[config.mk]
export PLATFORM = sky130hd
export DESIGN_NAME = graph_bfs_dfs_traversal_core
export DESIGN_NICKNAME = d
export VERILOG_FILES = /design/src/sv/gbt_pkg.sv /design/src/sv/gbt_adj.sv /design/src/sv/gbt_pend.sv /design/src/sv/graph_bfs_dfs_traversal_core.sv
export SDC_FILE = /design/constraint.sdc
export NUM_CORES = 2
export LEC_CHECK = 0
export BUFFER_PORTS_ARGS = -buffer_cell sky130_fd_sc_hd__buf_4
export CAP_MARGIN = 20
export CORE_MARGIN = 3
export CORE_UTILIZATION = 50
export CTS_BUF_LIST = sky130_fd_sc_hd__clkbuf_4 sky130_fd_sc_hd__clkbuf_8
export CTS_CLUSTER_DIAMETER = 120
export CTS_CLUSTER_SIZE = 16
export DETAILED_ROUTE_END_ITERATION = 16
export PLACE_DENSITY = 0.64
export SYNTH_ARGS = -nofsm -noshare
export SYNTH_HDL_FRONTEND = slang
export SYNTH_SLANG_ARGS = --single-unit
export TNS_END_PERCENT = 100
[constraint.sdc]
create_clock -name clk_i -period 39 [get_ports clk_i]
set_input_delay 1.95 -clock clk_i [delete_from_list [all_inputs] [get_ports clk_i]]
set_output_delay 1.95 -clock clk_i [all_outputs]
set_load 0.05 [all_outputs]
[src/sv/gbt_pkg.sv]
// ----------------------------------------------------------------------------
// gbt_pkg
// Shared constants, codes and state type of the graph traversal core.
// ----------------------------------------------------------------------------
`default_nettype none

package gbt_pkg;

  localparam int unsigned NODES_DEF      = 16;
  localparam int unsigned MAX_DEGREE_DEF = 16;

  localparam int unsigned NODE_W   = 4;
  localparam int unsigned OP_W     = 2;
  localparam int unsigned STATUS_W = 2;
  localparam int unsigned NCNT_W   = 5;
  localparam int unsigned PADDR_W  = 2;
  localparam int unsigned PDATA_W  = 32;

  localparam logic [PADDR_W-1:0] REG_NODE_COUNT = 2'd0;

  localparam logic [OP_W-1:0] OP_ADD_EDGE = 2'd0;
  localparam logic [OP_W-1:0] OP_BFS      = 2'd1;
  localparam logic [OP_W-1:0] OP_DFS      = 2'd2;
  localparam logic [OP_W-1:0] OP_NONE     = 2'd3;

  localparam logic [STATUS_W-1:0] ST_ADDED    = 2'd0;
  localparam logic [STATUS_W-1:0] ST_REJECTED = 2'd1;
  localparam logic [STATUS_W-1:0] ST_VISITED  = 2'd2;
  localparam logic [STATUS_W-1:0] ST_INVALID  = 2'd3;

  typedef enum logic [7:0] {
    S_IDLE   = 8'b0000_0001,
    S_EDGE_A = 8'b0000_0010,
    S_EDGE_B = 8'b0000_0100,
    S_EDGE_W = 8'b0000_1000,
    S_POP    = 8'b0001_0000,
    S_CUR    = 8'b0010_0000,
    S_DEG    = 8'b0100_0000,
    S_SCAN   = 8'b1000_0000
  } gbt_state_e;

endpackage

`default_nettype wire

[src/sv/gbt_adj.sv]
// ----------------------------------------------------------------------------
// gbt_adj
// Adjacency storage: neighbor list memory and per-node degree memory.
// ----------------------------------------------------------------------------
`default_nettype none

module gbt_adj #(
  parameter int unsigned NODES      = gbt_pkg::NODES_DEF,
  parameter int unsigned MAX_DEGREE = gbt_pkg::MAX_DEGREE_DEF,
  localparam int unsigned IW = $clog2(NODES),
  localparam int unsigned DW = $clog2(MAX_DEGREE + 1),
  localparam int unsigned AW = $clog2(NODES * MAX_DEGREE)
) (
  input  wire logic          clk_i,
  input  wire logic          rst_ni,
  // degree memory
  input  wire logic [IW-1:0] deg_ra_i,
  output      logic [DW-1:0] deg_rd_o,
  input  wire logic          deg_we_i,
  input  wire logic [IW-1:0] deg_wa_i,
  input  wire logic [DW-1:0] deg_wd_i,
  // neighbor memory
  input  wire logic [AW-1:0] nbr_ra_i,
  output      logic [IW-1:0] nbr_rd_o,
  input  wire logic          nbr_we_i,
  input  wire logic [AW-1:0] nbr_wa_i,
  input  wire logic [IW-1:0] nbr_wd_i
);

  localparam int unsigned NBR_DEPTH = NODES * MAX_DEGREE;

  logic [DW-1:0]    deg_mem [NODES];
  logic [NODES-1:0] deg_vld_q;
  logic [DW-1:0]    deg_raw_q;
  logic             deg_rvld_q;
  logic [IW-1:0]    nbr_mem [NBR_DEPTH];
  logic [IW-1:0]    nbr_rd_q;

  // degree lists start empty: an entry not yet written reads as zero
  always_ff @(posedge clk_i or negedge rst_ni) begin
    if (!rst_ni) begin
      deg_vld_q  <= '0;
      deg_rvld_q <= 1'b0;
    end else begin
      deg_rvld_q <= deg_vld_q[deg_ra_i];
      if (deg_we_i) begin
        deg_vld_q[deg_wa_i] <= 1'b1;
      end
    end
  end

  always_ff @(posedge clk_i) begin
    deg_raw_q <= deg_mem[deg_ra_i];
    if (deg_we_i) begin
      deg_mem[deg_wa_i] <= deg_wd_i;
    end
  end

  assign deg_rd_o = deg_rvld_q ? deg_raw_q : '0;

  always_ff @(posedge clk_i) begin
    nbr_rd_q <= nbr_mem[nbr_ra_i];
    if (nbr_we_i) begin
      nbr_mem[nbr_wa_i] <= nbr_wd_i;
    end
  end

  assign nbr_rd_o = nbr_rd_q;

endmodule

`default_nettype wire

[src/sv/gbt_pend.sv]
// ----------------------------------------------------------------------------
// gbt_pend
// Pending node store, used as FIFO or LIFO by the sequencer's pointers.
// ----------------------------------------------------------------------------
`default_nettype none

module gbt_pend #(
  parameter int unsigned NODES = gbt_pkg::NODES_DEF,
  localparam int unsigned IW = $clog2(NODES)
) (
  input  wire logic          clk_i,
  input  wire logic [IW-1:0] ra_i,
  output      logic [IW-1:0] rd_o,
  input  wire logic          we_i,
  input  wire logic [IW-1:0] wa_i,
  input  wire logic [IW-1:0] wd_i
);

  logic [IW-1:0] mem [NODES];
  logic [IW-1:0] rd_q;

  always_ff @(posedge clk_i) begin
    rd_q <= mem[ra_i];
    if (we_i) begin
      mem[wa_i] <= wd_i;
    end
  end

  assign rd_o = rd_q;

endmodule

`default_nettype wire

[src/sv/graph_bfs_dfs_traversal_core.sv]
// ----------------------------------------------------------------------------
// graph_bfs_dfs_traversal_core
// Undirected graph store with breadth-first and depth-first traversal.
// ----------------------------------------------------------------------------
// Usage:
//   Config: APB register node_count at byte address 0 (write only while idle).
//   Items:  an item is taken when start is high and busy is low. op selects
//           add edge, breadth-first or depth-first traversal.
//   Results: one cycle on node_o/status_o/last_o with result_strobe_o high;
//           last_o marks the final result of the item. No back-pressure.
// Sequence:
//   Endpoint out of range, invalid start: result in the cycle after the item
//   is taken. Full list: two degree reads, then the reject.
//   Added edge: two degree reads, two list writes.
//   Traversal: each visited node is popped and its degree read, then each
//   of its stored neighbor entries is read; every neighbor list entry goes
//   through the one shared address unit and the single neighbor read port.
//   A visit result comes out once the next pop (or the end) is known.
//   op 3 is dropped and the block stays idle.
// Reset: degree lists empty (per-node valid bits), node_count = NODES,
//   no clearing pass.
// ----------------------------------------------------------------------------
`default_nettype none

module graph_bfs_dfs_traversal_core #(
  parameter int unsigned NODES      = gbt_pkg::NODES_DEF,
  parameter int unsigned MAX_DEGREE = gbt_pkg::MAX_DEGREE_DEF
) (
  input  wire logic                          clk_i,
  input  wire logic                          rst_ni,
  // configuration
  input  wire logic                          psel,
  input  wire logic                          penable,
  input  wire logic                          pwrite,
  input  wire logic [gbt_pkg::PADDR_W-1:0]   paddr,
  input  wire logic [gbt_pkg::PDATA_W-1:0]   pwdata,
  output      logic [gbt_pkg::PDATA_W-1:0]   prdata,
  output      logic                          pready,
  // items
  input  wire logic                          start,
  output      logic                          busy,
  input  wire logic [gbt_pkg::OP_W-1:0]      op_i,
  input  wire logic [gbt_pkg::NODE_W-1:0]    node_a_i,
  input  wire logic [gbt_pkg::NODE_W-1:0]    node_b_i,
  // results
  output      logic                          result_strobe_o,
  output      logic [gbt_pkg::NODE_W-1:0]    node_o,
  output      logic [gbt_pkg::STATUS_W-1:0]  status_o,
  output      logic                          last_o
);

  localparam int unsigned IW    = $clog2(NODES);
  localparam int unsigned CW    = $clog2(NODES + 1);
  localparam int unsigned DW    = $clog2(MAX_DEGREE + 1);
  localparam int unsigned AW    = $clog2(NODES * MAX_DEGREE);
  localparam int unsigned LIM_W = (CW > gbt_pkg::NCNT_W) ? CW : gbt_pkg::NCNT_W;
  localparam int unsigned CMP_W = (CW > gbt_pkg::NODE_W) ? CW : gbt_pkg::NODE_W;

  // ---------------- configuration register ----------------
  logic [gbt_pkg::NCNT_W-1:0] node_count_q;
  logic                       cfg_wr;

  assign cfg_wr = psel && penable && pwrite && pready && (paddr == gbt_pkg::REG_NODE_COUNT);

  always_ff @(posedge clk_i or negedge rst_ni) begin
    if (!rst_ni) begin
      node_count_q <= gbt_pkg::NCNT_W'(NODES);
    end else if (cfg_wr) begin
      node_count_q <= pwdata[gbt_pkg::NCNT_W-1:0];
    end
  end

  assign pready = 1'b1;
  assign prdata = (paddr == gbt_pkg::REG_NODE_COUNT) ?
                  gbt_pkg::PDATA_W'(node_count_q) : '0;

  // active node count, clipped at NODES
  logic [LIM_W-1:0] ncnt_ext;
  logic [CW-1:0]    n_act;

  assign ncnt_ext = LIM_W'(node_count_q);
  assign n_act    = (ncnt_ext > LIM_W'(NODES)) ? CW'(NODES) : CW'(ncnt_ext);

  // ---------------- sequencer state ----------------
  gbt_pkg::gbt_state_e state_q, state_d;
  logic [IW-1:0]    a_q, a_d, b_q, b_d, cur_q, cur_d;
  logic [DW-1:0]    deg_a_q, deg_a_d, deg_b_q, deg_b_d, deg_cur_q, deg_cur_d, k_q, k_d;
  logic [CW-1:0]    head_q, head_d, tail_q, tail_d;
  logic [NODES-1:0] visited_q, visited_d;
  logic             lifo_q, lifo_d, prev_vld_q, prev_vld_d;
  logic             scan_vld_q, scan_vld_d;

  logic                         res_strobe_q, res_strobe_d;
  logic [gbt_pkg::NODE_W-1:0]   res_node_q, res_node_d;
  logic [gbt_pkg::STATUS_W-1:0] res_status_q, res_status_d;
  logic                         res_last_q, res_last_d;

  // memory ports
  logic [IW-1:0] deg_ra, deg_wa, pend_ra, pend_wa, pend_wd, pend_rd, nbr_rd, nbr_wd;
  logic [DW-1:0] deg_rd, deg_wd;
  logic          deg_we, nbr_we, pend_we;
  logic [AW-1:0] list_addr;

  // shared address unit: node * MAX_DEGREE + entry index
  logic [IW-1:0] au_node;
  logic [DW-1:0] au_idx;

  assign list_addr = AW'(AW'(au_node) * AW'(MAX_DEGREE)) + AW'(au_idx);

  logic          accept, a_ok, b_ok, same, edge_ok, nb_new;
  logic [IW-1:0] in_a, in_b;
  logic [CW-1:0] tail_m1;
  logic [DW:0]   deg_a_p2;

  assign accept   = start && !busy;
  assign in_a     = IW'(node_a_i);
  assign in_b     = IW'(node_b_i);
  assign a_ok     = CMP_W'(node_a_i) < CMP_W'(n_act);
  assign b_ok     = CMP_W'(node_b_i) < CMP_W'(n_act);
  assign same     = (a_q == b_q);
  assign deg_a_p2 = {1'b0, deg_a_q} + (DW+1)'(2);
  assign edge_ok  = same ? (deg_a_p2 <= (DW+1)'(MAX_DEGREE))
                         : ((deg_a_q < DW'(MAX_DEGREE)) && (deg_rd < DW'(MAX_DEGREE)));
  assign tail_m1  = tail_q - CW'(1);
  // stale entries (beyond the active count) are skipped
  assign nb_new   = (CW'(nbr_rd) < n_act) && !visited_q[nbr_rd];

  assign busy = (state_q != gbt_pkg::S_IDLE);

  always_comb begin
    state_d      = state_q;
    a_d          = a_q;
    b_d          = b_q;
    cur_d        = cur_q;
    deg_a_d      = deg_a_q;
    deg_b_d      = deg_b_q;
    deg_cur_d    = deg_cur_q;
    k_d          = k_q;
    head_d       = head_q;
    tail_d       = tail_q;
    visited_d    = visited_q;
    lifo_d       = lifo_q;
    prev_vld_d   = prev_vld_q;
    res_strobe_d = 1'b0;
    res_node_d   = res_node_q;
    res_status_d = res_status_q;
    res_last_d   = res_last_q;
    deg_ra       = in_a;
    deg_we       = 1'b0;
    deg_wa       = a_q;
    deg_wd       = deg_a_q;
    nbr_we       = 1'b0;
    nbr_wd       = b_q;
    au_node      = cur_q;
    au_idx       = k_q;
    pend_ra      = head_q[IW-1:0];
    pend_we      = 1'b0;
    pend_wa      = tail_q[IW-1:0];
    pend_wd      = nbr_rd;

    unique case (state_q)
      gbt_pkg::S_IDLE: begin
        if (accept) begin
          a_d = in_a;
          b_d = in_b;
          unique case (op_i)
            gbt_pkg::OP_ADD_EDGE: begin
              if (a_ok && b_ok) begin
                state_d = gbt_pkg::S_EDGE_A;
              end else begin
                res_strobe_d = 1'b1;
                res_node_d   = '0;
                res_status_d = gbt_pkg::ST_REJECTED;
                res_last_d   = 1'b1;
              end
            end
            gbt_pkg::OP_BFS, gbt_pkg::OP_DFS: begin
              if (a_ok) begin
                lifo_d     = (op_i == gbt_pkg::OP_DFS);
                visited_d  = NODES'(1) << in_a;
                head_d     = '0;
                tail_d     = CW'(1);
                prev_vld_d = 1'b0;
                pend_we    = 1'b1;
                pend_wa    = '0;
                pend_wd    = in_a;
                state_d    = gbt_pkg::S_POP;
              end else begin
                res_strobe_d = 1'b1;
                res_node_d   = '0;
                res_status_d = gbt_pkg::ST_INVALID;
                res_last_d   = 1'b1;
              end
            end
            default: begin
            end
          endcase
        end
      end

      gbt_pkg::S_EDGE_A: begin
        deg_a_d = deg_rd;
        deg_ra  = b_q;
        state_d = gbt_pkg::S_EDGE_B;
      end

      gbt_pkg::S_EDGE_B: begin
        au_node = a_q;
        au_idx  = deg_a_q;
        if (edge_ok) begin
          nbr_we  = 1'b1;
          nbr_wd  = b_q;
          deg_we  = 1'b1;
          deg_wa  = a_q;
          deg_wd  = deg_a_q + DW'(1);
          // self loop: second entry goes right after the first
          deg_b_d = same ? (deg_a_q + DW'(1)) : deg_rd;
          state_d = gbt_pkg::S_EDGE_W;
        end else begin
          res_strobe_d = 1'b1;
          res_node_d   = '0;
          res_status_d = gbt_pkg::ST_REJECTED;
          res_last_d   = 1'b1;
          state_d      = gbt_pkg::S_IDLE;
        end
      end

      gbt_pkg::S_EDGE_W: begin
        au_node      = b_q;
        au_idx       = deg_b_q;
        nbr_we       = 1'b1;
        nbr_wd       = a_q;
        deg_we       = 1'b1;
        deg_wa       = b_q;
        deg_wd       = deg_b_q + DW'(1);
        res_strobe_d = 1'b1;
        res_node_d   = '0;
        res_status_d = gbt_pkg::ST_ADDED;
        res_last_d   = 1'b1;
        state_d      = gbt_pkg::S_IDLE;
      end

      gbt_pkg::S_POP: begin
        // previous visit goes out now that we know whether more follow
        res_node_d   = gbt_pkg::NODE_W'(cur_q);
        res_status_d = gbt_pkg::ST_VISITED;
        if (head_q < tail_q) begin
          res_strobe_d = prev_vld_q;
          res_last_d   = 1'b0;
          if (lifo_q) begin
            pend_ra = tail_m1[IW-1:0];
            tail_d  = tail_m1;
          end else begin
            pend_ra = head_q[IW-1:0];
            head_d  = head_q + CW'(1);
          end
          state_d = gbt_pkg::S_CUR;
        end else begin
          res_strobe_d = 1'b1;
          res_last_d   = 1'b1;
          state_d      = gbt_pkg::S_IDLE;
        end
      end

      gbt_pkg::S_CUR: begin
        cur_d      = pend_rd;
        deg_ra     = pend_rd;
        prev_vld_d = 1'b1;
        state_d    = gbt_pkg::S_DEG;
      end

      gbt_pkg::S_DEG: begin
        deg_cur_d = deg_rd;
        k_d       = '0;
        state_d   = gbt_pkg::S_SCAN;
      end

      gbt_pkg::S_SCAN: begin
        // one list read issued per cycle; the entry read last cycle is checked
        if (k_q < deg_cur_q) begin
          k_d = k_q + DW'(1);
        end else begin
          state_d = gbt_pkg::S_POP;
        end
        if (scan_vld_q && nb_new) begin
          visited_d[nbr_rd] = 1'b1;
          pend_we           = 1'b1;
          pend_wa           = tail_q[IW-1:0];
          pend_wd           = nbr_rd;
          tail_d            = tail_q + CW'(1);
        end
      end

      default: begin
        state_d = gbt_pkg::S_IDLE;
      end
    endcase
  end

  assign scan_vld_d = (state_q == gbt_pkg::S_SCAN) && (k_q < deg_cur_q);

  always_ff @(posedge clk_i or negedge rst_ni) begin
    if (!rst_ni) begin
      state_q      <= gbt_pkg::S_IDLE;
      res_strobe_q <= 1'b0;
      scan_vld_q   <= 1'b0;
      prev_vld_q   <= 1'b0;
      head_q       <= '0;
      tail_q       <= '0;
      visited_q    <= '0;
      lifo_q       <= 1'b0;
      k_q          <= '0;
    end else begin
      state_q      <= state_d;
      res_strobe_q <= res_strobe_d;
      scan_vld_q   <= scan_vld_d;
      prev_vld_q   <= prev_vld_d;
      head_q       <= head_d;
      tail_q       <= tail_d;
      visited_q    <= visited_d;
      lifo_q       <= lifo_d;
      k_q          <= k_d;
    end
  end

  always_ff @(posedge clk_i) begin
    a_q          <= a_d;
    b_q          <= b_d;
    cur_q        <= cur_d;
    deg_a_q      <= deg_a_d;
    deg_b_q      <= deg_b_d;
    deg_cur_q    <= deg_cur_d;
    res_node_q   <= res_node_d;
    res_status_q <= res_status_d;
    res_last_q   <= res_last_d;
  end

  assign result_strobe_o = res_strobe_q;
  assign node_o          = res_node_q;
  assign status_o        = res_status_q;
  assign last_o          = res_last_q;

  // ---------------- storage ----------------
  gbt_adj #(
    .NODES      (NODES),
    .MAX_DEGREE (MAX_DEGREE)
  ) u_adj (
    .clk_i    (clk_i),
    .rst_ni   (rst_ni),
    .deg_ra_i (deg_ra),
    .deg_rd_o (deg_rd),
    .deg_we_i (deg_we),
    .deg_wa_i (deg_wa),
    .deg_wd_i (deg_wd),
    .nbr_ra_i (list_addr),
    .nbr_rd_o (nbr_rd),
    .nbr_we_i (nbr_we),
    .nbr_wa_i (list_addr),
    .nbr_wd_i (nbr_wd)
  );

  gbt_pend #(
    .NODES (NODES)
  ) u_pend (
    .clk_i (clk_i),
    .ra_i  (pend_ra),
    .rd_o  (pend_rd),
    .we_i  (pend_we),
    .wa_i  (pend_wa),
    .wd_i  (pend_wd)
  );

endmodule

`default_nettype wire

## After elaboration in Yosys (flattened, before gate mapping)

Memories as Yosys holds them, arrays and structs flattened. A register that Yosys moved wholly into a read port is not among the register bits.
Index checks and enable logic that the tools add are counted.

| storage, ports and cells | value |
|---|---|
| input port bits | 50 |
| output and inout bits | 42 |
| RAM bits | 1,168 |
| register bits after elaboration | 99 |
| word-level logic and storage cells | 208 |
| memories | 3 |

Memory list:

| name | depth | width | read ports | clocked after memory_dff | write ports | RTL line | RTL |
|---|---|---|---|---|---|---|---|
| u_adj.nbr_mem | 256 | 4 | 1 | 1 | 1 | gbt_adj.sv:36 | `logic [IW-1:0] nbr_mem [NBR_DEPTH];` |
| u_adj.deg_mem | 16 | 5 | 1 | 1 | 1 | gbt_adj.sv:32 | `logic [DW-1:0] deg_mem [NODES];` |
| u_pend.mem | 16 | 4 | 1 | 1 | 1 | gbt_pend.sv:19 | `logic [IW-1:0] mem [NODES];` |

| cells by class | value |
|---|---|
| bitwise logic cells | 2 |
| eq/ne operators | 27 |
| shift operators | 1 |
| $add $sub $neg | 8 |
| magnitude comparators | 14 |
| reductions and logical operators | 32 |
| muxes and demuxes | 100 |

Operator list:

| cell | count |
|---|---|
| 5-bit 2-to-1 mux | 17 |
| 4-bit 2-to-1 mux | 18 |
| 16-bit 2-to-1 mux | 4 |
| 8-bit one-hot mux with 7 select lines | 1 |
| 5-bit one-hot mux with 2 select lines | 4 |
| 8-bit 2-to-1 mux | 4 |
| 16-bit bitwise OR | 2 |
| 16-bit one-hot mux with 2 select lines | 1 |
| 1-bit 2-to-1 mux | 27 |
| 5-bit by 1-bit adder with 5-bit output, second input constant | 5 |
| 4-bit one-hot mux with 2 select lines | 3 |
| 2-bit != test, second input constant | 9 |
| 4-bit one-hot mux with 4 select lines | 1 |
| 8-bit one-hot mux with 2 select lines | 1 |
| 1-bit by 4-bit left shift with 16-bit output, first input constant | 1 |
| 4-bit by 5-bit less-than comparator with 1-bit output | 3 |
| 4-bit by 5-bit less-than comparator with 1-bit output, second input constant | 3 |
| 5-bit one-hot mux with 3 select lines | 1 |
| 3-bit != test, second input constant | 4 |
| 6-bit AND reduction | 2 |
| 1-bit logical AND | 11 |
| 5-bit less-than comparator | 2 |
| 5-bit less-than comparator, second input constant | 2 |
| 1-bit one-hot mux with 2 select lines | 5 |
| other kinds (37) | 53 |

## Logic depth before layout (Yosys ltp)

| depth | value |
|---|---|
| word-level depth | 9 |
| gate-level depth with buffers | 21 |
| depth with buffers taken out | 16 |

## By module

A second synthesis with hierarchy kept.

| unflattened totals | value |
|---|---|
| cell total of the unflattened synthesis | 2,986 |
| area, all modules | 52,618.0 um^2 |

By module, submodules not included:

| module | sequential area each (um^2) | cells an instance | instances | area an instance (um^2) |
|---|---|---|---|---|
| gbt_adj | 33,757.4 | 2,285 | 1 | 44,542.7 |
| graph_bfs_dfs_traversal_core | 2,224.6 | 571 | 1 | 5,408.9 |
| gbt_pend | 2,001.9 | 130 | 1 | 2,666.3 |

## Worst setup path after synthesis

Ideal clock, no wire load.

| timing | value |
|---|---|
| path kind | register to register |
| start point | register state_q[4] |
| end point | memory u_adj.nbr_mem[0][2] in the netlist's numbering, data pin |
| setup time | 2.189 ns |
| path slack | 24.889 ns |
| required time | 36.811 ns |
| path buffers | 3 |
| arrival | 11.923 ns |
| clock period less this slack | 14.111 ns |
| stages on the path, launching flop included | 8 |
| cell sequence | dfrtp_1 > clkbuf_1 > nor4_2 > nand2_1 > or3_1 > clkbuf_1 > clkbuf_1 > o21ai_0 |

| on the way | value |
|---|---|
| cells in the longest elaborated chain, start to end | 2 |

Ends and longest elaborated chain:

| what | RTL line | RTL |
|---|---|---|
| start: declaration | graph_bfs_dfs_traversal_core.sv:85 | `gbt_pkg::gbt_state_e state_q, state_d;` |
| start signal: assignment | graph_bfs_dfs_traversal_core.sv:304 | `state_q <= gbt_pkg::S_IDLE;` |
| start signal: assignment | graph_bfs_dfs_traversal_core.sv:314 | `state_q <= state_d;` |
| 8-bit by 4-bit equality test with 1-bit output | graph_bfs_dfs_traversal_core.sv:161 | `unique case (state_q)` |
| 4-bit 2-to-1 mux | -- |  |
| via nbr_wd[2] | graph_bfs_dfs_traversal_core.sv:99 | `logic [IW-1:0] deg_ra, deg_wa, pend_ra, pend_wa, pend_wd, pend_rd, nbr_rd, nbr_wd;` |
| end: declaration | gbt_adj.sv:36 |  |

The timed path passes the listed nets, and every way through them passes these cells.

## Worst setup path in the final report

| timing | value |
|---|---|
| start point | register state_q[4] |
| end point | register u_adj.nbr_rd_q[3] (netlist: u_adj.nbr_rd_o[3]), read port of u_adj.nbr_mem |

| on the way | value |
|---|---|
| cells in the longest elaborated chain, start to end | 3 |
| elaborated cells between the ends (all ways) | 5 |
| classes of those cells | add/sub (1); eq/ne (2); mux (2) |

Ends and longest elaborated chain:

| what | RTL line | RTL |
|---|---|---|
| 8-bit by 4-bit equality test with 1-bit output / 8-bit by 3-bit equality test with 1-bit output (equally long branches) | graph_bfs_dfs_traversal_core.sv:161 |  |
| 5-bit one-hot mux with 2 select lines / 4-bit one-hot mux with 2 select lines (equally long branches) | graph_bfs_dfs_traversal_core.sv:161 |  |
| 8-bit by 5-bit adder with 8-bit output (*) | graph_bfs_dfs_traversal_core.sv:108 | `assign list_addr = AW'(AW'(au_node) * AW'(MAX_DEGREE)) + AW'(au_idx);` |
| end: declaration | gbt_adj.sv:37 | `logic [IW-1:0] nbr_rd_q;` |

Every way passes the cells marked *; elsewhere a longest branch is shown, timed or not.
A chain may end at the register's enable or synchronous reset.

==> results_dict.tcl <==
set metrics [dict create \
    dp_hpwl_um 75100 \
    path_depth 14 \
    clock.fmax_mhz 133 \
    syn_area_mm2 0.0536 \
    p_per_area_mw_per_mm2 51.7 \
    p_int_w 0.00204 \
    period_share_pct 19.3 \
    critical_path_class "reg -> reg" \
    cts.path.max_buffers 3 \
    power_frac_seq_pct 56.0 \
    synth_warnings 0 \
    rsz0062_at_grt "no" \
    syn_avg_cell_area_um2 12.7 \
    tightestPinTransition_ps 1140 \
    numCtsBuffers 89 \
    tns_ps 0 \
    worstSetupStartpointType "flop" \
    grt_pass1_vias 32300 \
    drtIter0Drc 3498 \
    root_buffer "clkbuf_8" \
    synth_ff_type "edfxtp_1" \
    post_drt_wl_per_cell_um 23.0 \
    hold_viol 0 \
    clk_latency_ps 790 \
    skew_ps 55.5 \
    routed_wl_um 128000 \
    yosysSeqAreaShare_pct 70.9 \
    synth_edf_count 1202 \
    reg2reg_depth 14 \
    crit_path_end "u_adj.nbr_rd_o[3]" \
    netlist_instances 4208 \
    worstPathMaxFanout 148 \
    critPathBufInv 4 \
    vias 33400 \
    fin_nets 4218 \
    fillCellCount 8959 \
    p_leak_nw 19.4 \
    drv_slew 0 \
    critPathMaxStageDelay_ps 890 \
    rrSetupSlack_ps 31460 \
    yosys-top-cells-count "edfxtp_1 (1,202), nand2_1 (867), nor2_1 (337), nand3_1 (256), a21oi_1 (218)" \
    cp_slowest_cell "buf_4" \
    arrival_ps 8130 \
    cp-startpoint "state_q[4]" \
    synth_most_common_cell "edfxtp_1" \
    hold_path_class "reg -> reg" \
    final_antenna_net_count 0 \
    clk_pin_slew_ps 120 \
    area_growth_pct 5.85 \
    drive_gt1_share_pct 8.29 \
    grt_pass1_wl_um 196000 \
    antenna_found_initial 2 \
    finalInstanceArea_mm2 0.0567 \
    period_minus_slack_ps 7540 \
    num_io_pins 92 \
    register_area_mm2 0.0380 \
    regToRegStartpoint "state_q[4]" \
    async_reset_ff_share_pct 5.08 \
    globalRouteOverflowTotal 0 \
    cp_data_required_time_ps 39590 \
    end_kind "flop" \
    setup-violations-final 0 \
    ys_top_cells_by_area "edfxtp_1 (67%), nand2_1 (6.1%), dfrtp_1 (2.9%), mux2i_1 (2.9%), nand3_1 (2.4%)" \
    synth_cell_types 78 \
    yosys.area.top_type_share_pct 67.4 \
    pwr-share-comb_pct 21.5 \
    cts_sinks 1280 \
    slew-limit-headroom_pct 24.1 \
    worstPathCellList "nor4_2 > nand2_1 > a22oi_2 > buf_4 > buf_12 > buf_4 > buf_4 > mux2i_1 > a32oi_1 > nand3_1 > o22a_1 > o221ai_1 > o31ai_1 > o311ai_1" \
    p_sw_w 0.000897 \
    io_buffers 36 \
    cts_setup_buffers 0 \
    die_y_um 333 \
    htreeDepth 3 \
    grt_max_degree 215 \
    grt_usage_pct 22.8 \
    multi_input_area_mm2 0.0144 \
    core_area_mm2 0.106 \
    maxCapViolCount 0 \
    die_area_mm2 0.111 \
    place_congestion 0.822 \
    initial_core_util_pct 50.6 \
    place_area_mm2 0.0552 \
    crit_family "buffers and inverters" \
    die_w_um 333 \
    num_rows 119 \
    viasPerCell 6.01 \
    drc_errors 0 \
    yosysTopAreaCell "edfxtp_1" \
    rr_endpoint "u_adj.nbr_rd_o[3]" \
    status "finished clean" \
    ctsHoldBuffers 0 \
    vdd_ir_drop_max_uv 44.7 \
    clkPwrFrac_pct 22.5 \
    p_sw_share_pct 30.6 \
    synth_seq_cells 1280 \
    cts_tree "yes" \
    first_pass_iters 6 \
    cts_resized 0 \
    cpMostUsedCell "buf_4" \
]
## metrics by stage
stage	util [%]	cells	hold WS (ps)	setup WS, ps	power [W]
finish	53.6	5568	470	31460	0.00293
global route	53.6	5568	490	31160	0.00307
CTS	53.6	5564	478	31650	0.00295
detailed placement	52.1	5436	447	31700	0.00230
global placement	52.1	5436	447	31710	0.00230
floorplan	-	4234	409	24890	0.00215
## power by group through the flow
stage                     registers (W)  logic (W)  clock network, W
final                           0.00164   0.000632          0.000659
after global routing            0.00165   0.000695          0.000726
after CTS                       0.00164   0.000634          0.000675
after detailed placement        0.00167   0.000633                 0
after global placement          0.00167   0.000625                 0
after floorplan                 0.00171   0.000443                 0
## routing by layer
layer  vias up  global-route usage [%]  wire (um)
li1      15300                       -          -
met4         0                    5.58       2650
met1     16800                    32.7      55100
met2      1224                    37.2      61800
met3       181                    2.94       8680
met5         -                       0          0
## layout by cell type (no fill, tap or decap), drive strengths merged, types with 9 or more instances in the layout
cell    instances
buf           115
dfxtp          13
mux2           22
conb           28
nor3           33
dfrtp          63
and2           23
a311oi         24
or3             9
o21ai          53
a21o           10
o22ai          48
nand2         868
nor4           41
nand4          51
a32oi          43
nand3         256
nor2b          28
mux2i         157
o211ai         11
nand2b         16
a22o           11
o221ai         11
edfxtp       1202
a31oi          48
xor2           11
clkbuf        124
o31ai          10
nor2          337
a211oi         38
and3           44
ha             30
a21oi         218
a22oi          15
or2            26
inv            32
o311ai         15
a211o           9
## cell type report
cell class / count / share of cell area (%)
diodes: 2 / 0.00882
clock buffers: 124 / 2.66
clock inverters: 4 / 0.0750
inverters: 33 / 0.218
multi-input cells: 2619 / 25.4
flip-flops and latches: 1280 / 67.0
well taps: 1391 / 3.07
repair buffers: 115 / 1.59
## cells by family after synthesis
family / synth area share (%)
other cells: 0.0140
flops: 70.9
simple gates: 14.4
mux: 3.61
xor+xnor: 0.278
buf+inv: 2.76
compound gates: 7.35
fa+ha+maj: 0.701
## state kept, by name (all words and copies together), names as in the netlist, 5 cells and up
register         count
ncnt_ext             5
deg_a_q              5
visited_q           16
tail_q               5
u_adj.deg_vld_q     16
u_adj.deg_raw_q      5
deg_b_q              5
u_pend.mem          64
deg_cur_q            5
head_q               5
u_adj.deg_mem       80
state_q              8
k_q                  5
u_adj.nbr_mem     1024
## how the worst min path moves through the flow
stage / to / from / cells past startpoint / slack [ps]
after global placement: u_adj.deg_vld_q[11] / u_adj.deg_vld_q[11] / 1 / 450
final: u_adj.deg_vld_q[15] / u_adj.deg_vld_q[15] / 1 / 470
after global routing: u_adj.deg_vld_q[9] / u_adj.deg_vld_q[9] / 1 / 490
after detailed placement: u_adj.deg_vld_q[11] / u_adj.deg_vld_q[11] / 1 / 450
after floorplan: cur_q[0] / u_pend.rd_o[0] / 0 / 410
after CTS: u_adj.deg_vld_q[7] / u_adj.deg_vld_q[7] / 1 / 480
Note: power is estimated with default switching activity, not from simulation.
